$ cat config.mk
export PLATFORM = sky130hd
export DESIGN_NAME = gbf_fifo
export DESIGN_NICKNAME = d
export VERILOG_FILES = /design/src/hw/rtl/gbf_pkg.sv /design/src/hw/rtl/gbf_fifo.sv
export VERILOG_INCLUDE_DIRS = /design/src /design/src/hw/rtl
export SDC_FILE = /design/constraint.sdc
export NUM_CORES = 1
export LEC_CHECK = 0
export BUFFER_PORTS_ARGS = -buffer_cell sky130_fd_sc_hd__buf_2
export CORE_MARGIN = 2
export CORE_UTILIZATION = 49
export CTS_CLUSTER_SIZE = 40
export DETAILED_ROUTE_END_ITERATION = 16
export GPL_ROUTABILITY_DRIVEN = 0
export PLACE_DENSITY_LB_ADDON = 0.05
export SLEW_MARGIN = 25
export SYNTH_ARGS = -nofsm -noshare
export SYNTH_HDL_FRONTEND = slang
export SYNTH_SLANG_ARGS = --single-unit
$ cat constraint.sdc
create_clock -name clock -period 1.4 [get_ports clock]
set_input_delay 0.21 -clock clock [delete_from_list [all_inputs] [get_ports clock]]
set_output_delay 0.21 -clock clock [all_outputs]
set_load 0.05 [all_outputs]
$ cat src/hw/rtl/assert_macros.svh
// Assertion macros shared by the filter RTL
`ifndef ASSERT_MACROS_SVH
`define ASSERT_MACROS_SVH

// expression must hold at every clock edge out of reset
`define ASSERT_ALWAYS(lbl, expr, msg) \
   lbl: assert property (@(posedge clock) disable iff (reset) (expr)) else $error(msg);

// same-cycle implication
`define ASSERT_IMPLY(lbl, ante, cons, msg) \
   lbl: assert property (@(posedge clock) disable iff (reset) (ante) |-> (cons)) \
      else $error(msg);

// next-cycle implication
`define ASSERT_NEXT(lbl, ante, cons, msg) \
   lbl: assert property (@(posedge clock) disable iff (reset) (ante) |=> (cons)) \
      else $error(msg);

`endif

$ cat src/hw/rtl/gbf_pkg.sv
// Types, constants and helpers of the gated 3x3 box filter
`timescale 1ns / 1ps

package gbf_pkg;

   localparam int unsigned MAX_LINE   = 1024;
   localparam int unsigned MAX_ROWS   = 1024;
   localparam int unsigned COL_W      = $clog2(MAX_LINE);
   localparam int unsigned ROW_W      = $clog2(MAX_ROWS);
   localparam int unsigned PIX_W      = 8;
   localparam int unsigned LINE_W     = 2 * PIX_W;
   localparam int unsigned SIZE_W     = 11;
   localparam int unsigned COLSUM_W   = PIX_W + 2;
   localparam int unsigned SUM_W      = PIX_W + 4;
   localparam int unsigned PROD_W     = 2 * SUM_W;
   localparam int unsigned FIFO_DEPTH = 4;
   localparam int unsigned FIFO_PTR_W = $clog2(FIFO_DEPTH);
   localparam int unsigned FIFO_CNT_W = $clog2(FIFO_DEPTH + 1);

   localparam logic [SIZE_W-1:0] MIN_SIZE           = SIZE_W'(3);
   localparam logic [SIZE_W-1:0] MAX_LINE_SIZE      = SIZE_W'(MAX_LINE);
   localparam logic [SIZE_W-1:0] MAX_ROW_SIZE       = SIZE_W'(MAX_ROWS);
   localparam logic [SIZE_W-1:0] LINE_WIDTH_RESET   = SIZE_W'(640);
   localparam logic [SIZE_W-1:0] FRAME_HEIGHT_RESET = SIZE_W'(480);

   localparam logic [PIX_W-1:0] GATE_LEVEL = PIX_W'(128);

   // floor(s / 9) == (s * 3641) >> 15 for every s below 32768
   localparam logic [SUM_W-1:0] DIV9_MUL   = SUM_W'(3641);
   localparam int unsigned      DIV9_SHIFT = 15;

   typedef enum logic [0:0] {
      CSR_LINE_WIDTH   = 1'b0,
      CSR_FRAME_HEIGHT = 1'b1
   } csr_index_type;

   // pixel in flight between the address stage and the window stage
   typedef struct packed {
      logic             valid;
      logic             interior;
      logic             last;
      logic             fwd;
      logic [COL_W-1:0] col;
      logic [PIX_W-1:0] pixel;
   } item_type;

   function automatic logic [SIZE_W-1:0] clamp_size(input logic [SIZE_W-1:0] v,
                                                    input logic [SIZE_W-1:0] hi);
      logic [SIZE_W-1:0] r;
      if (v < MIN_SIZE) begin
         r = MIN_SIZE;
      end else if (v > hi) begin
         r = hi;
      end else begin
         r = v;
      end
      return r;
   endfunction

endpackage

$ cat src/hw/rtl/gbf_fifo.sv
// Four-entry result queue between the filter pipeline and the result channel
`timescale 1ns / 1ps
`include "assert_macros.svh"

module gbf_fifo (
   input  logic                           clock,
   input  logic                           reset,
   input  logic                           push,
   input  logic [gbf_pkg::PIX_W-1:0]      push_value,
   input  logic                           push_last,
   input  logic                           pop,
   output logic                           valid,
   output logic [gbf_pkg::PIX_W-1:0]      value,
   output logic                           last,
   output logic [gbf_pkg::FIFO_CNT_W-1:0] count
);

   logic [gbf_pkg::PIX_W-1:0]      value_ff [gbf_pkg::FIFO_DEPTH];
   logic                           last_ff  [gbf_pkg::FIFO_DEPTH];
   logic [gbf_pkg::FIFO_PTR_W-1:0] wr_ptr_ff;
   logic [gbf_pkg::FIFO_PTR_W-1:0] rd_ptr_ff;
   logic [gbf_pkg::FIFO_CNT_W-1:0] count_ff;
   logic [gbf_pkg::FIFO_CNT_W-1:0] count_in;

   always_comb begin
      count_in = count_ff;
      if (push && !pop) begin
         count_in = count_ff + gbf_pkg::FIFO_CNT_W'(1);
      end else if (pop && !push) begin
         count_in = count_ff - gbf_pkg::FIFO_CNT_W'(1);
      end
   end

   always_ff @(posedge clock) begin
      if (reset) begin
         wr_ptr_ff <= '0;
         rd_ptr_ff <= '0;
         count_ff  <= '0;
      end else begin
         count_ff <= count_in;
         if (push) begin
            wr_ptr_ff <= wr_ptr_ff + gbf_pkg::FIFO_PTR_W'(1);
         end
         if (pop) begin
            rd_ptr_ff <= rd_ptr_ff + gbf_pkg::FIFO_PTR_W'(1);
         end
      end
   end

   always_ff @(posedge clock) begin
      if (push) begin
         value_ff[wr_ptr_ff] <= push_value;
         last_ff[wr_ptr_ff]  <= push_last;
      end
   end

   assign valid = (count_ff != '0);
   assign value = value_ff[rd_ptr_ff];
   assign last  = last_ff[rd_ptr_ff];
   assign count = count_ff;

   `ASSERT_IMPLY(fifo_no_overflow, push && !pop, count_ff < gbf_pkg::FIFO_CNT_W'(gbf_pkg::FIFO_DEPTH), "result queue overflow")
   `ASSERT_ALWAYS(fifo_ptr_count, gbf_pkg::FIFO_PTR_W'(wr_ptr_ff - rd_ptr_ff) == gbf_pkg::FIFO_PTR_W'(count_ff), "queue pointers disagree with count")

endmodule

Word level (Yosys, flattened, before mapping)
Memory sizes are Yosys's and may differ from the RTL's. A register that Yosys moved wholly into a read port is not among the register bits.
Cells that the tools add are included.
- multiplexer cells: 8
- add/subtract/negate cells: 4
- multiply operators: 0
- magnitude comparators: 0
- shift operators: 0
- equal/unequal tests: 0
- bitwise operators: 0
- divide/modulo/power cells: 0
- reductions and logical operators: 6
- operators with widths (cell ; count):
    2-to-1 mux 2 bit ; 4
    2-to-1 mux 3 bit ; 2
    adder 2 x 1 -> 2 bit (second input constant) ; 2
    adder 3 x 1 -> 3 bit (second input constant) ; 1
    nonzero test 3 bit ; 1
    subtractor 3 x 1 -> 3 bit (second input constant) ; 1
    logical AND 1 bit ; 2
    logical NOT 1 bit ; 2
    2-to-1 mux 1 bit ; 2
    nonzero test 2 bit ; 1
- bits in writable memories: 36
- output and inout port bits: 13
- memories: 2
- bits in read-only memories: 0
- flip-flop bits (word level): 7
- input port bits: 13
- logic and storage cells: 23
- latch bits: 0
- memory list (memory ; words ; bits a word ; rd ports ; clocked after Yosys merged registers in ; write ports ; line ; source):
    value_ff ; 4 ; 8 ; 1 ; 1 ; 1 ; gbf_fifo.sv:18 ; logic [gbf_pkg::PIX_W-1:0] value_ff [gbf_pkg::FIFO_DEPTH];
    last_ff ; 4 ; 1 ; 1 ; 1 ; 1 ; gbf_fifo.sv:19 ; logic last_ff [gbf_pkg::FIFO_DEPTH];

Longest topological paths before layout
- word-level depth: 4
- gate-level depth with buffers: 7
- gate-level depth less buffers: 7

Worst setup path before layout
OpenSTA, ideal clock, no wires.
- path kind: reg2reg
- from: reg count_ff, in the netlist count[0]
- to: reg count_ff, in the netlist count[2]
- stages on the path, launching flop included: 5
- buffers on the path: 0
- arrival: 1.551 ns
- data required time: 1.330 ns
- period minus slack after synthesis: 1.621 ns
- slack: -0.221 ns
- library setup time: 0.070 ns
- path through: dfxtp_1 fa_1 xor2_1 or3_1 a21oi_1
- word-level cells in the longest chain between the ends: 3
- elaborated cells on any way between the ends: 4
- classes of those cells: 2 x add/sub; 2 x mux
- ends and longest elaborated chain (what ; line ; source):
    start: declaration ; gbf_fifo.sv:22 ; logic [gbf_pkg::FIFO_CNT_W-1:0] count_ff;
    start signal: assignment ; gbf_fifo.sv:40 ; count_ff <= count_in;
    subtractor 3 x 1 -> 3 bit ; gbf_fifo.sv:30 ; count_in = count_ff - gbf_pkg::FIFO_CNT_W'(1);
    2-to-1 mux 3 bit ; gbf_fifo.sv:29 ; end else if (pop && !push) begin
    2-to-1 mux 3 bit * ; gbf_fifo.sv:27 ; if (push && !pop) begin
Every way passes the cells marked *; elsewhere a longest branch is shown, timed or not. The select of a mux whose other input is x is not followed.
A chain may end at the register's enable or synchronous reset.

==> flow_summary_export.csv <==
group,metric,value,unit
run,drv_cap,0,
timing,drv_slew,0,
timing,min_period,1740,ps
logic_synthesis,ys_top_cells_by_area,"edfxtp_1, mux4_2, dfxtp_1",
global_routing,grt_overflow_total,0,
layout,layout_common_cells,"edfxtp_1, buf_2, buf_6",
timing,hold_ws,71.7,ps
logic_synthesis,synth_area_leader_cell,"edfxtp_1",
logic_synthesis,synth_area,1720,µm²
detailed_routing,drc_errors,0,
placed_design,portBuffers,25,
floorplan,fp.dieH,63.3,µm
detailed_routing,dr_wl_met2,1.32,mm
global_routing,grt_pass1_vias,928,
critical_path,cp_max_fo,6,
detailed_routing,wirelength,2.48,mm
layout,num-fill-cells,259,
power_and_ir_drop,p_int,2.40,mW
placed_design,dpl.cell_count,169,
detailed_routing,vias_per_cell,4.92,
logic_synthesis,synth_top_area_share,62.7,%
critical_path,cp_slowest_cell,"mux4_2",
floorplan,die_x,63.3,µm
power_and_ir_drop,pwr-share-clk,29.6,%
power_and_ir_drop,power,3.23,mW
timing,worst_pin_slew,250,ps
timing,finalHoldViolCount,0,
detailed_routing,post_drt_wl_per_cell,13.9,µm
timing,max_freq,573,MHz
global_routing,grt_pass1_wl,4.24,mm
cts,cts_max_path_buffers,2,
power_and_ir_drop,comb_power_share,21.7,%
global_routing,grt_usage,14.6,%
floorplan,num_rows,21,
timing,tns,-2990,ps
logic_synthesis,syn_nets,109,
cts,numCtsBuffers,5,
placed_design,dpl-instance-area,2050,µm²
global_routing,antenna_found_initial,0,
power_and_ir_drop,p_sw_share,25.7,%
detailed_routing,first_iter_violations,27,
floorplan,start_util,51.3,%
floorplan,io_pins,26,
critical_path,critPathArrivalTime,1530,ps
critical_path,max_stage_delay,520,ps
logic_synthesis,syn_area_per_cell,19.2,µm²
timing,slew_headroom,83.5,%
logic_synthesis,yosysSeqAreaShare,73.1,%
critical_path,end_kind,"output port",
logic_synthesis,synth.distinct_cells,17,
detailed_routing,met3_wirelength,153,µm
layout,antennaDiodeCount,0,
timing,min_period_over_period,125,%
logic_synthesis,ys_ff_latch,45,
detailed_routing,met1_length,954,µm
placed_design,dp_hpwl,1.72,mm
power_and_ir_drop,p_leak,0.840,nW
detailed_routing,first_pass_iters,3,
power_and_ir_drop,irDropWorstVdd,0.000738,V
timing,grt_setup_unrepaired,"true",
outcome,status,"finished with violations",
placed_design,pre_cts_ws,-175,ps
timing,setup_viol_count_final,10,
outcome,violations,"setup timing",
cts,clock_sinks,45,
cts,h-tree-depth,2,
critical_path,required,1190,ps
layout,drive_gt1_share,44.7,%
layout,utilization,66.7,%
power_and_ir_drop,p_switching,0.831,mW
min_path,hold_path_class,"input pin to register",
critical_path,path_class,"register to output port",
cts,clk_pin_slew,130,ps
timing,finClkSkew,5.95,ps
timing,worst_slack,-345,ps
cts,cts_tree,"built",
logic_synthesis,synth_warnings,0,
cts,cts-root-buf,"clkbuf_4",
detailed_routing,top_layer,"met4",
critical_path,start_kind,"register",
floorplan,core-area,3360,µm²
detailed_routing,vias,875,
logic_synthesis,synthCells,90,
layout,finalNonFillerCells,178,
critical_path,crit_chain,"buf_12 > mux4_2 > buf_6",
power_and_ir_drop,seq_power_share,48.7,%
floorplan,die_area,4010,µm²
layout,final_common_cell,"edfxtp_1",
power_and_ir_drop,cellPowerDensity,1440,nW/µm²
layout,final_net_count,150,
cts,insertion_delay,350,ps
layout,synthToLayoutAreaGrowth,30.1,%
layout,design_area,2240,µm²
global_routing,grt_max_degree,16,
detailed_routing,ant_nets,0,
==> repair_timing <==
action                     CTS  global route
buffers inserted             0             1
pin swaps                    1             3
setup endpoints to repair   11            11
resized for setup           21             4
hold buffers                 0             0
gates cloned                 0             0
==> power groups by stage <==
stage                     Sequential [mW]  Combinational, mW  Clock (mW)
after floorplan                      1.64              0.378           0
after global placement               1.60              0.601           0
after detailed placement             1.60              0.608           0
after CTS                            1.57              0.683       0.987
after global routing                 1.58              0.742        1.04
final                                1.57              0.702       0.956
==> layout make-up <==
cell class / instances / area [µm²] / area share (%)
Sequential cell: 45 / 1270 / 56.6
Multi-Input combinational cell: 38 / 434 / 19.4
Timing Repair Buffer: 37 / 360 / 16.1
Clock inverter: 3 / 68.8 / 3.07
Tap cell: 46 / 57.6 / 2.57
Clock buffer: 5 / 37.5 / 1.67
Inverter: 4 / 15.0 / 0.669
==> logic make-up (layout without fill, tap and decap cells) <==
logic type / after synthesis / after routing / share of synthesized area (%)
flip-flops: 45 / 45 / 73.1
AND/OR/NAND/NOR: 14 / 14 / 3.92
multiplexers: 11 / 11 / 12.9
buffers and inverters: 7 / 49 / 2.10
adder cells (fa/ha/maj): 6 / 6 / 4.79
XOR/XNOR: 5 / 5 / 2.54
AO/OA/AOI/OAI: 2 / 2 / 0.580
==> synthesized netlist by cell type, drive strengths merged <==
cell type	n
nand2	1
fa	1
inv	4
xor2	3
nor2	7
ha	5
dfxtp	9
o21ai	1
edfxtp	36
xnor2	2
clkbuf	2
or3	2
a21oi	1
buf	1
mux4	9
mux2i	2
and2	4
==> sequential cells by signal (all words and copies together) (netlist names), named ones only <==
name       flops
rd_ptr_ff      2
last_ff        4
wr_ptr_ff      2
value_ff      32
count          3
==> path summary, 6_finish.rpt <==
path,start,endpoint,slack (ps),cells after the start
max,register,value[3],-340,3
min,push_value[4],value_ff[3][4]$_DFFE_PP_,70,1
max reg2reg,count[1]$_SDFFE_PP0P_,count[2]$_SDFFE_PP0P_,20,4
min reg2reg,count[2]$_SDFFE_PP0P_,count[2]$_SDFFE_PP0P_,520,2
==> critical path: cells and delay by family, from the launching register on <==
| kind | cells | cell delay [ps] |
|---|---|---|
| muxes | 1 | 520 |
| DFF | 1 | 380 |
| buffers and inverters | 2 | 300 |
==> routing by layer <==
| metal | GRT usage, % | vias to the layer above |
|---|---|---|
| met5 | 0 | - |
| met4 | 7.07 | 0 |
| met3 | 5.18 | 6 |
| met2 | 25.5 | 26 |
| met1 | 15.7 | 420 |
| li1 | - | 423 |
Note: power is estimated with default switching activity, not from simulation.
