### config.mk
export PLATFORM = sky130hd
export DESIGN_NAME = gbf_window
export DESIGN_NICKNAME = d
export VERILOG_FILES = /design/src/hw/rtl/gbf_pkg.sv /design/src/hw/rtl/gbf_window.sv
export VERILOG_INCLUDE_DIRS = /design/src /design/src/hw/rtl
export SDC_FILE = /design/constraint.sdc
export NUM_CORES = 1
export LEC_CHECK = 0
export ABC_AREA = 1
export CAP_MARGIN = 20
export CORE_MARGIN = 1.5
export CORE_UTILIZATION = 55
export CTS_BUF_LIST = sky130_fd_sc_hd__clkbuf_4
export CTS_CLUSTER_DIAMETER = 30
export DETAILED_ROUTE_END_ITERATION = 7
export DONT_BUFFER_PORTS = 1
export PLACE_DENSITY_LB_ADDON = 0.25
export SLEW_MARGIN = 20
export SYNTH_ARGS = -nofsm -noshare
export SYNTH_HDL_FRONTEND = slang
export SYNTH_SLANG_ARGS = --single-unit
### constraint.sdc
create_clock -name clock -period 11.3 [get_ports clock]
set_clock_uncertainty 0.1 [all_clocks]
set_input_delay 0.565 -clock clock [delete_from_list [all_inputs] [get_ports clock]]
set_output_delay 0.565 -clock clock [all_outputs]
set_load 0.01 [all_outputs]
### src/hw/rtl/assert_macros.svh
// Assertion macros shared by the filter RTL
`ifndef ASSERT_MACROS_SVH
`define ASSERT_MACROS_SVH

// expression must hold at every clock edge out of reset
`define ASSERT_ALWAYS(lbl, expr, msg) \
   lbl: assert property (@(posedge clock) disable iff (reset) (expr)) else $error(msg);

// same-cycle implication
`define ASSERT_IMPLY(lbl, ante, cons, msg) \
   lbl: assert property (@(posedge clock) disable iff (reset) (ante) |-> (cons)) \
      else $error(msg);

// next-cycle implication
`define ASSERT_NEXT(lbl, ante, cons, msg) \
   lbl: assert property (@(posedge clock) disable iff (reset) (ante) |=> (cons)) \
      else $error(msg);

`endif

### src/hw/rtl/gbf_pkg.sv
// Types, constants and helpers of the gated 3x3 box filter
`timescale 1ns / 1ps

package gbf_pkg;

   localparam int unsigned MAX_LINE   = 1024;
   localparam int unsigned MAX_ROWS   = 1024;
   localparam int unsigned COL_W      = $clog2(MAX_LINE);
   localparam int unsigned ROW_W      = $clog2(MAX_ROWS);
   localparam int unsigned PIX_W      = 8;
   localparam int unsigned LINE_W     = 2 * PIX_W;
   localparam int unsigned SIZE_W     = 11;
   localparam int unsigned COLSUM_W   = PIX_W + 2;
   localparam int unsigned SUM_W      = PIX_W + 4;
   localparam int unsigned PROD_W     = 2 * SUM_W;
   localparam int unsigned FIFO_DEPTH = 4;
   localparam int unsigned FIFO_PTR_W = $clog2(FIFO_DEPTH);
   localparam int unsigned FIFO_CNT_W = $clog2(FIFO_DEPTH + 1);

   localparam logic [SIZE_W-1:0] MIN_SIZE           = SIZE_W'(3);
   localparam logic [SIZE_W-1:0] MAX_LINE_SIZE      = SIZE_W'(MAX_LINE);
   localparam logic [SIZE_W-1:0] MAX_ROW_SIZE       = SIZE_W'(MAX_ROWS);
   localparam logic [SIZE_W-1:0] LINE_WIDTH_RESET   = SIZE_W'(640);
   localparam logic [SIZE_W-1:0] FRAME_HEIGHT_RESET = SIZE_W'(480);

   localparam logic [PIX_W-1:0] GATE_LEVEL = PIX_W'(128);

   // floor(s / 9) == (s * 3641) >> 15 for every s below 32768
   localparam logic [SUM_W-1:0] DIV9_MUL   = SUM_W'(3641);
   localparam int unsigned      DIV9_SHIFT = 15;

   typedef enum logic [0:0] {
      CSR_LINE_WIDTH   = 1'b0,
      CSR_FRAME_HEIGHT = 1'b1
   } csr_index_type;

   // pixel in flight between the address stage and the window stage
   typedef struct packed {
      logic             valid;
      logic             interior;
      logic             last;
      logic             fwd;
      logic [COL_W-1:0] col;
      logic [PIX_W-1:0] pixel;
   } item_type;

   function automatic logic [SIZE_W-1:0] clamp_size(input logic [SIZE_W-1:0] v,
                                                    input logic [SIZE_W-1:0] hi);
      logic [SIZE_W-1:0] r;
      if (v < MIN_SIZE) begin
         r = MIN_SIZE;
      end else if (v > hi) begin
         r = hi;
      end else begin
         r = v;
      end
      return r;
   endfunction

endpackage

### src/hw/rtl/gbf_window.sv
// Window stage: line store write-back, 3x3 sum, divide by nine and gating
`timescale 1ns / 1ps
`include "assert_macros.svh"

module gbf_window (
   input  logic                            clock,
   input  logic                            reset,
   input  gbf_pkg::item_type               stage_b,
   input  logic [gbf_pkg::LINE_W-1:0]      ram_rd_data,
   output logic                            ram_wr_en,
   output logic [gbf_pkg::COL_W-1:0]       ram_wr_addr,
   output logic [gbf_pkg::LINE_W-1:0]      ram_wr_data,
   output logic                            res_valid,
   output logic [gbf_pkg::PIX_W-1:0]       res_value,
   output logic                            res_last
);

   logic [gbf_pkg::LINE_W-1:0]   line_data;
   logic [gbf_pkg::PIX_W-1:0]    up;
   logic [gbf_pkg::PIX_W-1:0]    mid;
   logic [gbf_pkg::COLSUM_W-1:0] cs_new;
   logic [gbf_pkg::SUM_W-1:0]    sum;

   // forwarded line data of the previous pixel, for a read that hit its column
   logic [gbf_pkg::LINE_W-1:0]   fwd_data_ff;
   // column sums of the two older window columns, and the window centre
   logic [gbf_pkg::COLSUM_W-1:0] cs_old_ff;
   logic [gbf_pkg::COLSUM_W-1:0] cs_mid_ff;
   logic [gbf_pkg::PIX_W-1:0]    centre_ff;

   logic                         c_valid_ff;
   logic                         c_last_ff;
   logic [gbf_pkg::SUM_W-1:0]    c_sum_ff;
   logic [gbf_pkg::PIX_W-1:0]    c_centre_ff;

   logic [gbf_pkg::PROD_W-1:0]   product;
   logic [gbf_pkg::PIX_W-1:0]    quotient;

   always_comb begin
      line_data = stage_b.fwd ? fwd_data_ff : ram_rd_data;
      up        = line_data[gbf_pkg::LINE_W-1 -: gbf_pkg::PIX_W];
      mid       = line_data[gbf_pkg::PIX_W-1:0];
      cs_new    = gbf_pkg::COLSUM_W'(up) + gbf_pkg::COLSUM_W'(mid)
                + gbf_pkg::COLSUM_W'(stage_b.pixel);
      sum       = gbf_pkg::SUM_W'(cs_old_ff) + gbf_pkg::SUM_W'(cs_mid_ff)
                + gbf_pkg::SUM_W'(cs_new);
   end

   assign ram_wr_en   = stage_b.valid;
   assign ram_wr_addr = stage_b.col;
   assign ram_wr_data = {mid, stage_b.pixel};

   always_ff @(posedge clock) begin
      if (reset) begin
         cs_old_ff  <= '0;
         cs_mid_ff  <= '0;
         centre_ff  <= '0;
         c_valid_ff <= 1'b0;
      end else begin
         c_valid_ff <= stage_b.valid && stage_b.interior;
         if (stage_b.valid) begin
            cs_old_ff <= cs_mid_ff;
            cs_mid_ff <= cs_new;
            centre_ff <= mid;
         end
      end
   end

   always_ff @(posedge clock) begin
      if (stage_b.valid) begin
         fwd_data_ff <= {mid, stage_b.pixel};
      end
      c_sum_ff    <= sum;
      c_centre_ff <= centre_ff;
      c_last_ff   <= stage_b.last;
   end

   always_comb begin
      product  = gbf_pkg::PROD_W'(c_sum_ff) * gbf_pkg::PROD_W'(gbf_pkg::DIV9_MUL);
      quotient = product[gbf_pkg::DIV9_SHIFT +: gbf_pkg::PIX_W];
   end

   assign res_valid = c_valid_ff;
   assign res_value = (c_centre_ff >= gbf_pkg::GATE_LEVEL) ? quotient : c_centre_ff;
   assign res_last  = c_last_ff;

   `ASSERT_NEXT(win_result_follows_item, stage_b.valid && stage_b.interior, res_valid, "interior pixel gave no result")
   `ASSERT_IMPLY(win_fwd_same_col, stage_b.valid && stage_b.fwd, $past(ram_wr_en) && ($past(ram_wr_addr) == stage_b.col), "forward without matching write")

endmodule

-- Word level (Yosys, flattened, before mapping)
Cells that the tools add are included.
- register bits: 66
- bits in latches: 0
- memory bits (writable): 0
- ROM bits: 0
- input port bits: 40
- word-level logic and storage cells: 17
- memories kept: 0
- add/sub/neg operators: 4
- multiply operators: 1
- divide/modulo/power cells: 0
- magnitude comparators: 1
- equality and inequality tests: 0
- shift operators: 0
- muxes and demuxes: 2
- bitwise gates (word level): 0
- reduce and logical (&&, ||, !) cells: 1
- operators by type and width (cell ; number):
    $mul 12x12->23 const B ; 1
    $mux 16 ; 1
    $add 11x10->12 ; 1
    $add 10x10->11 ; 1
    $add 9x8->10 ; 1
    $add 8x8->9 ; 1
    $ge 8x8->1 const B ; 1
    $mux 8 ; 1
    $logic_and 1x1->1 ; 1

-- Depth between registers and ports, before layout
Gate-level depths: netlist of the first run.
- depth in word-level cells: 4
- depth in mapped cells: 24
- mapped depth without buffers: 23

-- Worst setup path after synthesis of the first run
No wires, ideal clock.
- kind: register -> output
- start point: register c_sum_ff[7] (netlist bit)
- end point: output res_value[3] (netlist bit)
- arrival: 4.085 ns
- required time: 10.635 ns
- setup slack: 6.550 ns
- cell stages (with the launch flop): 20
- buffers on the path: 0
- cells stage by stage: dfxtp_1 -> inv_1 -> fa_1 -> inv_1 -> ha_1 -> inv_1 -> fa_1 -> inv_1 -> fa_1 -> inv_1 -> fa_1 -> inv_1 -> ha_1 -> nand2_1 -> nor2_1 -> nor2_1 -> nor2_1 -> nor2_1 -> a21oi_1 -> o21ai_0
- longest elaborated chain between the ends: 2
- RTL lines (item ; RTL line ; source):
    from (decl) ; gbf_window.sv:33 ; logic [gbf_pkg::SUM_W-1:0] c_sum_ff;
    from (signal assigned) ; gbf_window.sv:73 ; c_sum_ff <= sum;
    $mul 12x12->23 ; gbf_window.sv:79 ; product = gbf_pkg::PROD_W'(c_sum_ff) * gbf_pkg::PROD_W'(gbf_pkg::DIV9_MUL);
    $mux 8 ; gbf_window.sv:84 ; assign res_value = (c_centre_ff >= gbf_pkg::GATE_LEVEL) ? quotient : c_centre_ff;
    to (decl) ; gbf_window.sv:14 ; output logic [gbf_pkg::PIX_W-1:0] res_value,
No other way between the ends.

-- Worst setup path after layout of the first run
- start point: register c_sum_ff[7] (netlist bit)
- end point: output res_value[4] (netlist bit)
Same word-level chain as after synthesis.

==> flow_summary.toml, run 1 <==
[floorplanning]
die_y_um = 106
core_area_um2 = 10300
io_pins = 77
die_w_um = 106
dieArea_um2 = 11300
rows = 37
initial_core_util = 0.567

[placement]
port_buffers = 0
globalplace.congestion = 0.931
place_hpwl_um = 9660

[worst_setup_path]
endpoint_kind = "output pin"
rr_worst_depth = 21
startpoint = "c_sum_ff[7]"
endpoint = "res_value[4]"
cp-start-kind = "register"
cp_max_fo = 4
reg2reg_slack_ps = 7100
r2r-end = "c_sum_ff[10]"
arrival_ps = 4740
timing.rr.start = "fwd_data_ff[1]"
crit_required_ps = 10640
critPathKind = "reg -> out"

[timing]
hold_viol_final = 0
timing.final.crit_period_ps = 5400
worstMarginPinSlew_ps = 537
setup_viol = 0
rsz0062_at_grt = "false"
fin_tns_setup_ps = 0
fmax_mhz = 185
finalCritPeriodShare = 0.478
relSlewSlack = 0.642
drv_slew = 0

[synthesis]
synth_warnings = 0
synth.area.top_cells = "ha_1, dfxtp_1, fa_1"
synthArstFlopShare = 0
yosysTopAreaCell = "ha_1"
ys_seq_area_frac = 0.253
syn_area_um2 = 5850
synth_cell_type_count = 37
synth_fp_nets = 879
synth_edf_count = 16
avgSynthCellArea_um2 = 8.28
syn_inst = 707
synth_top_area_share = 0.177
ys_ff_latch = 66
ys.flop_type = "dfxtp_1"

[global_routing]
grt_pass1_wl_um = 19700
grt_max_degree = 65
antenna_found_initial = 0
grt_use_total = 0.221
overflow = 0
grt_pass1_vias = 4349

[detailed_routing]
dr_total_vias = 4292
wl_met2_um = 5800
wl_met1_um = 5090
met3WireLength_um = 433
drt-total-wl_um = 11600
ant_nets = 0
dr.pass1.iters = 5
drc = 0
drt_iter0_markers = 218
routed.top_layer = "met4"
vias_per_cell = 5.19
wl_per_cell_um = 14.0

[finish]
layout_commonest_cell = "nand2_1"
fillCellCount = 951
final_cell_mix = "nand2_1, inv_1, ha_1, dfxtp_1, fa_1"
nets = 858
area_growth_pct = 1.90
layout-drive-gt1-share = 0.0420
antenna_cells = 0

[clocking]
clk_path_buf_depth = 2
clkSinkCount = 66
h-tree-depth = 3
cts_root_buf = "clkbuf_4"
cts_tree = "done"
cts_made_buffers = 9
ctsHoldBuffers = 0
post_cts_buffers = 0
clk_pin_slew_ps = 120
clk_latency_ps = 420
post_cts_resize_count = 0

[run]
maxCapViolCount = 0

[status]
outcome = "finished clean"

[min_path]
holdCritPathClass = "in -> reg"
-- metrics by stage --
| step | util | hold slack [ps] | worst slack [ps] | cell area [um^2] | instances |
|---|---|---|---|---|---|
| floorplan | - | 231 | 6550 | 5850 | 707 |
| global placement | 0.564 | 241 | 6380 | 5820 | 811 |
| detailed placement | 0.564 | 241 | 6330 | 5820 | 811 |
| CTS | 0.578 | 47.8 | 5860 | 5970 | 827 |
| global route | 0.578 | 18.7 | 5530 | 5970 | 827 |
| finish | 0.578 | 70.6 | 5900 | 5970 | 827 |
-- synthesized netlist by cell type, types with 2 or more instances --
cell and number:
xor2_1 8, nand3b_1 2, o31ai_1 2, edfxtp_1 16, o21bai_1 3, buf_4 20
a21o_1 5, xor2_2 2, o21ai_0 31, nand2_1 144, fa_1 49, inv_2 4
ha_1 83, xnor2_1 7, mux2i_1 2, a21oi_1 39, nor3_1 6, inv_1 136
dfxtp_1 50, nand4_1 4, buf_2 6, clkbuf_1 6, nand3_1 23, o211ai_1 2
nor2_1 45
-- state kept, by name, indices dropped and copies added, names as in the netlist --
| signal | cells |
|---|---|
| cs_old_ff | 10 |
| res_last | 1 |
| c_centre_ff | 8 |
| centre_ff | 8 |
| c_sum_ff | 12 |
| cs_mid_ff | 10 |
| res_valid | 1 |
| fwd_data_ff | 16 |
-- worst max-delay path, stage by stage, from the launching register on --
cell and delay [ps]:
dfxtp_1 430, inv_1 90, fa_1 530, inv_1 40, ha_1 300, inv_1 70, fa_1 520, inv_1 50
fa_1 490, inv_1 50, fa_1 530, inv_1 40, ha_1 310, nand2_1 80, nand2_1 60, a21oi_1 240
o21a_1 200, nand2_1 60, nand2_1 50, nand3_1 70, nand2_1 130
-- logic make-up (layout without fill, tap and decap cells) --
logic type	count (synthesis)	count (layout)	synth area share
and+or+nand+nor	230	230	0.162
buffers and inverters	172	156	0.124
adders and majority gates	132	132	0.345
AOI/OAI and AO/OA	88	88	0.0844
DFF	66	66	0.253
xor gates and xnor gates	17	17	0.0280
muxes	2	2	0.00342
-- cell type report --
type                       instances  area [um^2]  area share
inverter                         140          526      0.0881
clock inverter                     7         76.3      0.0128
sequential                        66         1480       0.248
clock buffer                       9         67.6      0.0113
multi-input combinational        469         3640       0.611
tap                              136          170      0.0285
-- per-layer routing --
layer / vias to the layer above / global-route usage
met4: 0 / 0.0647
met5: - / 0
met2: 85 / 0.401
met3: 18 / 0.0454
met1: 2026 / 0.263
li1: 2163 / -
-- worst min path at each step --
stage	from	to	slack (ps)	cells after the start
floorplan	centre_ff[7]	c_centre_ff[7]	230	0
global placement	centre_ff[3]	c_centre_ff[3]	240	0
detailed placement	centre_ff[3]	c_centre_ff[3]	240	0
CTS	stage_b[19]	res_last	50	0
global route	stage_b[19]	res_last	20	0
finish	stage_b[19]	res_last	70	0
Power of run 1 is not shown: default switching activity piles up to over one toggle a cycle in this logic, so the estimate is an artifact.
==> run 2, diff against run 1 <==
Clock period 11.3 ns to 5.2 ns, I/O delays scaled along.
==> flow_summary.toml, run 2 (synthesized netlist as in run 1, its figures left out) <==
[status]
outcome = "finished clean"

[clocking]
cts_tree = "done"
clk_pin_slew_ps = 120
clkSinkCount = 66
clk_path_buf_depth = 2
h-tree-depth = 3
cts_root_buf = "clkbuf_4"
cts_made_buffers = 9
clk_latency_ps = 430

[timing]
worstMarginPinSlew_ps = 540
finalCritPeriodShare = 0.950
setup_viol = 0
drv_slew = 0
relSlewSlack = 0.640
holdWs_ps = 56.8
timing.final.crit_period_ps = 4940
hold_viol_final = 0
fmax_mhz = 202
fin_tns_setup_ps = 0

[worst_setup_path]
critPathTopFamily = "adder cells"
startpoint = "c_sum_ff[1]"
arrival_ps = 4580
path_buf_inv = 7
cpMaxStageDelayCell = "fa_1"
endpoint_kind = "output pin"
crit_chain = "inv_1 > fa_1 > inv_1 > ha_1 > inv_1 > fa_1 > inv_1 > fa_1 > inv_1 > fa_1 > inv_1 > ha_4 > nand2_1 > nor2_2 > inv_1 > nor3_2 > nand2_1 > nand3_1 > nand2_1 > nand3_1 > nand2_2"
slowest_delay_ps = 530
cp_max_fo = 3
critPathKind = "reg -> out"
cp_num_cells = 21
crit_required_ps = 4840
cp-start-kind = "register"
rr_worst_depth = 21
timing.rr.start = "fwd_data_ff[1]"
cp_common_cell = "inv_1"

[floorplanning]
die_w_um = 106
dieArea_um2 = 11300
core_area_um2 = 10300
io_pins = 77
die_y_um = 106
initial_core_util = 0.567
rows = 37

[finish]
area_growth_pct = 6.01
layout-drive-gt1-share = 0.0791
fillCellCount = 927
final_cell_mix = "nand2_1, inv_1, ha_1, fa_1, dfxtp_1"
regMostFlops = "fwd_data_ff"
antenna_cells = 0
layout_commonest_cell = "nand2_1"
fin_cells = 844
nets = 875
largest_register_ffs = 16
reg.largest.list = "fwd_data_ff x16, c_sum_ff x12"

[placement]
place_hpwl_um = 9860
globalplace.congestion = 0.931
port_buffers = 0
placedCellCount = 812

[detailed_routing]
drt_iter0_markers = 222
ant_nets = 0
wl_per_cell_um = 14.4
vias_per_cell = 5.18
dr_total_vias = 4375
dr.pass1.iters = 4
drc = 0
drt-total-wl_um = 12100

[global_routing]
use_met3 = 0.0349
grt_pass1_wl_um = 20000
met1_usage = 0.264
overflow = 0
grt_util_met2 = 0.417
busiest_layer = "met2"
grt_pass1_vias = 4453
antenna_found_initial = 0
grt_max_degree = 62
grt_use_total = 0.227

[min_path]
min_path_cells = 2
holdCritPathClass = "in -> reg"
hp-start = "ram_rd_data[7]"

[run]
maxCapViolCount = 0
[run 2: timing repair]
| action | 4_1_cts | 5_1_grt |
|---|---|---|
| setup buffers | 0 | 4 |
| setup endpoints to repair | 0 | 8 |
| gates resized for setup | 0 | 25 |
| endpoints found under the hold margin | 54 | 0 |
| hold buffers | 12 | 0 |
[run 2: area by class of cell]
class                           instances  area, um^2  area share
Timing Repair Buffer                   17         168      0.0270
Clock inverter                          7        76.3      0.0123
Sequential cell                        66        1490       0.241
Tap cell                              136         170      0.0274
Inverter                              140         526      0.0847
Multi-Input combinational cell        469        3700       0.597
Clock buffer                            9        67.6      0.0109
[run 2: worst paths after layout]
kind                                        end  slack [ps]
worst min-delay path            fwd_data_ff[15]          60
worst max-delay path               res_value[1]         260
worst min register to register   c_centre_ff[5]         270
worst max register to register     c_sum_ff[10]         910
[run 2: per-layer routing]
metal,up-vias,share of wire
met3,22,0.039
met4,0,0.022
met5,-,0
met1,2056,0.43
li1,2203,-
met2,94,0.51
[run 2: through the flow]
step	utilization	worst slack [ps]	area (um^2)
6_report	0.601	259	6210
3_5_place_dp	0.565	499	5830
3_3_place_gp	0.565	589	5830
2_1_floorplan	-	755	5850
5_1_grt	0.601	-8.93	6210
4_1_cts	0.591	28.1	6100
Power of run 2 is left out for the same reason.
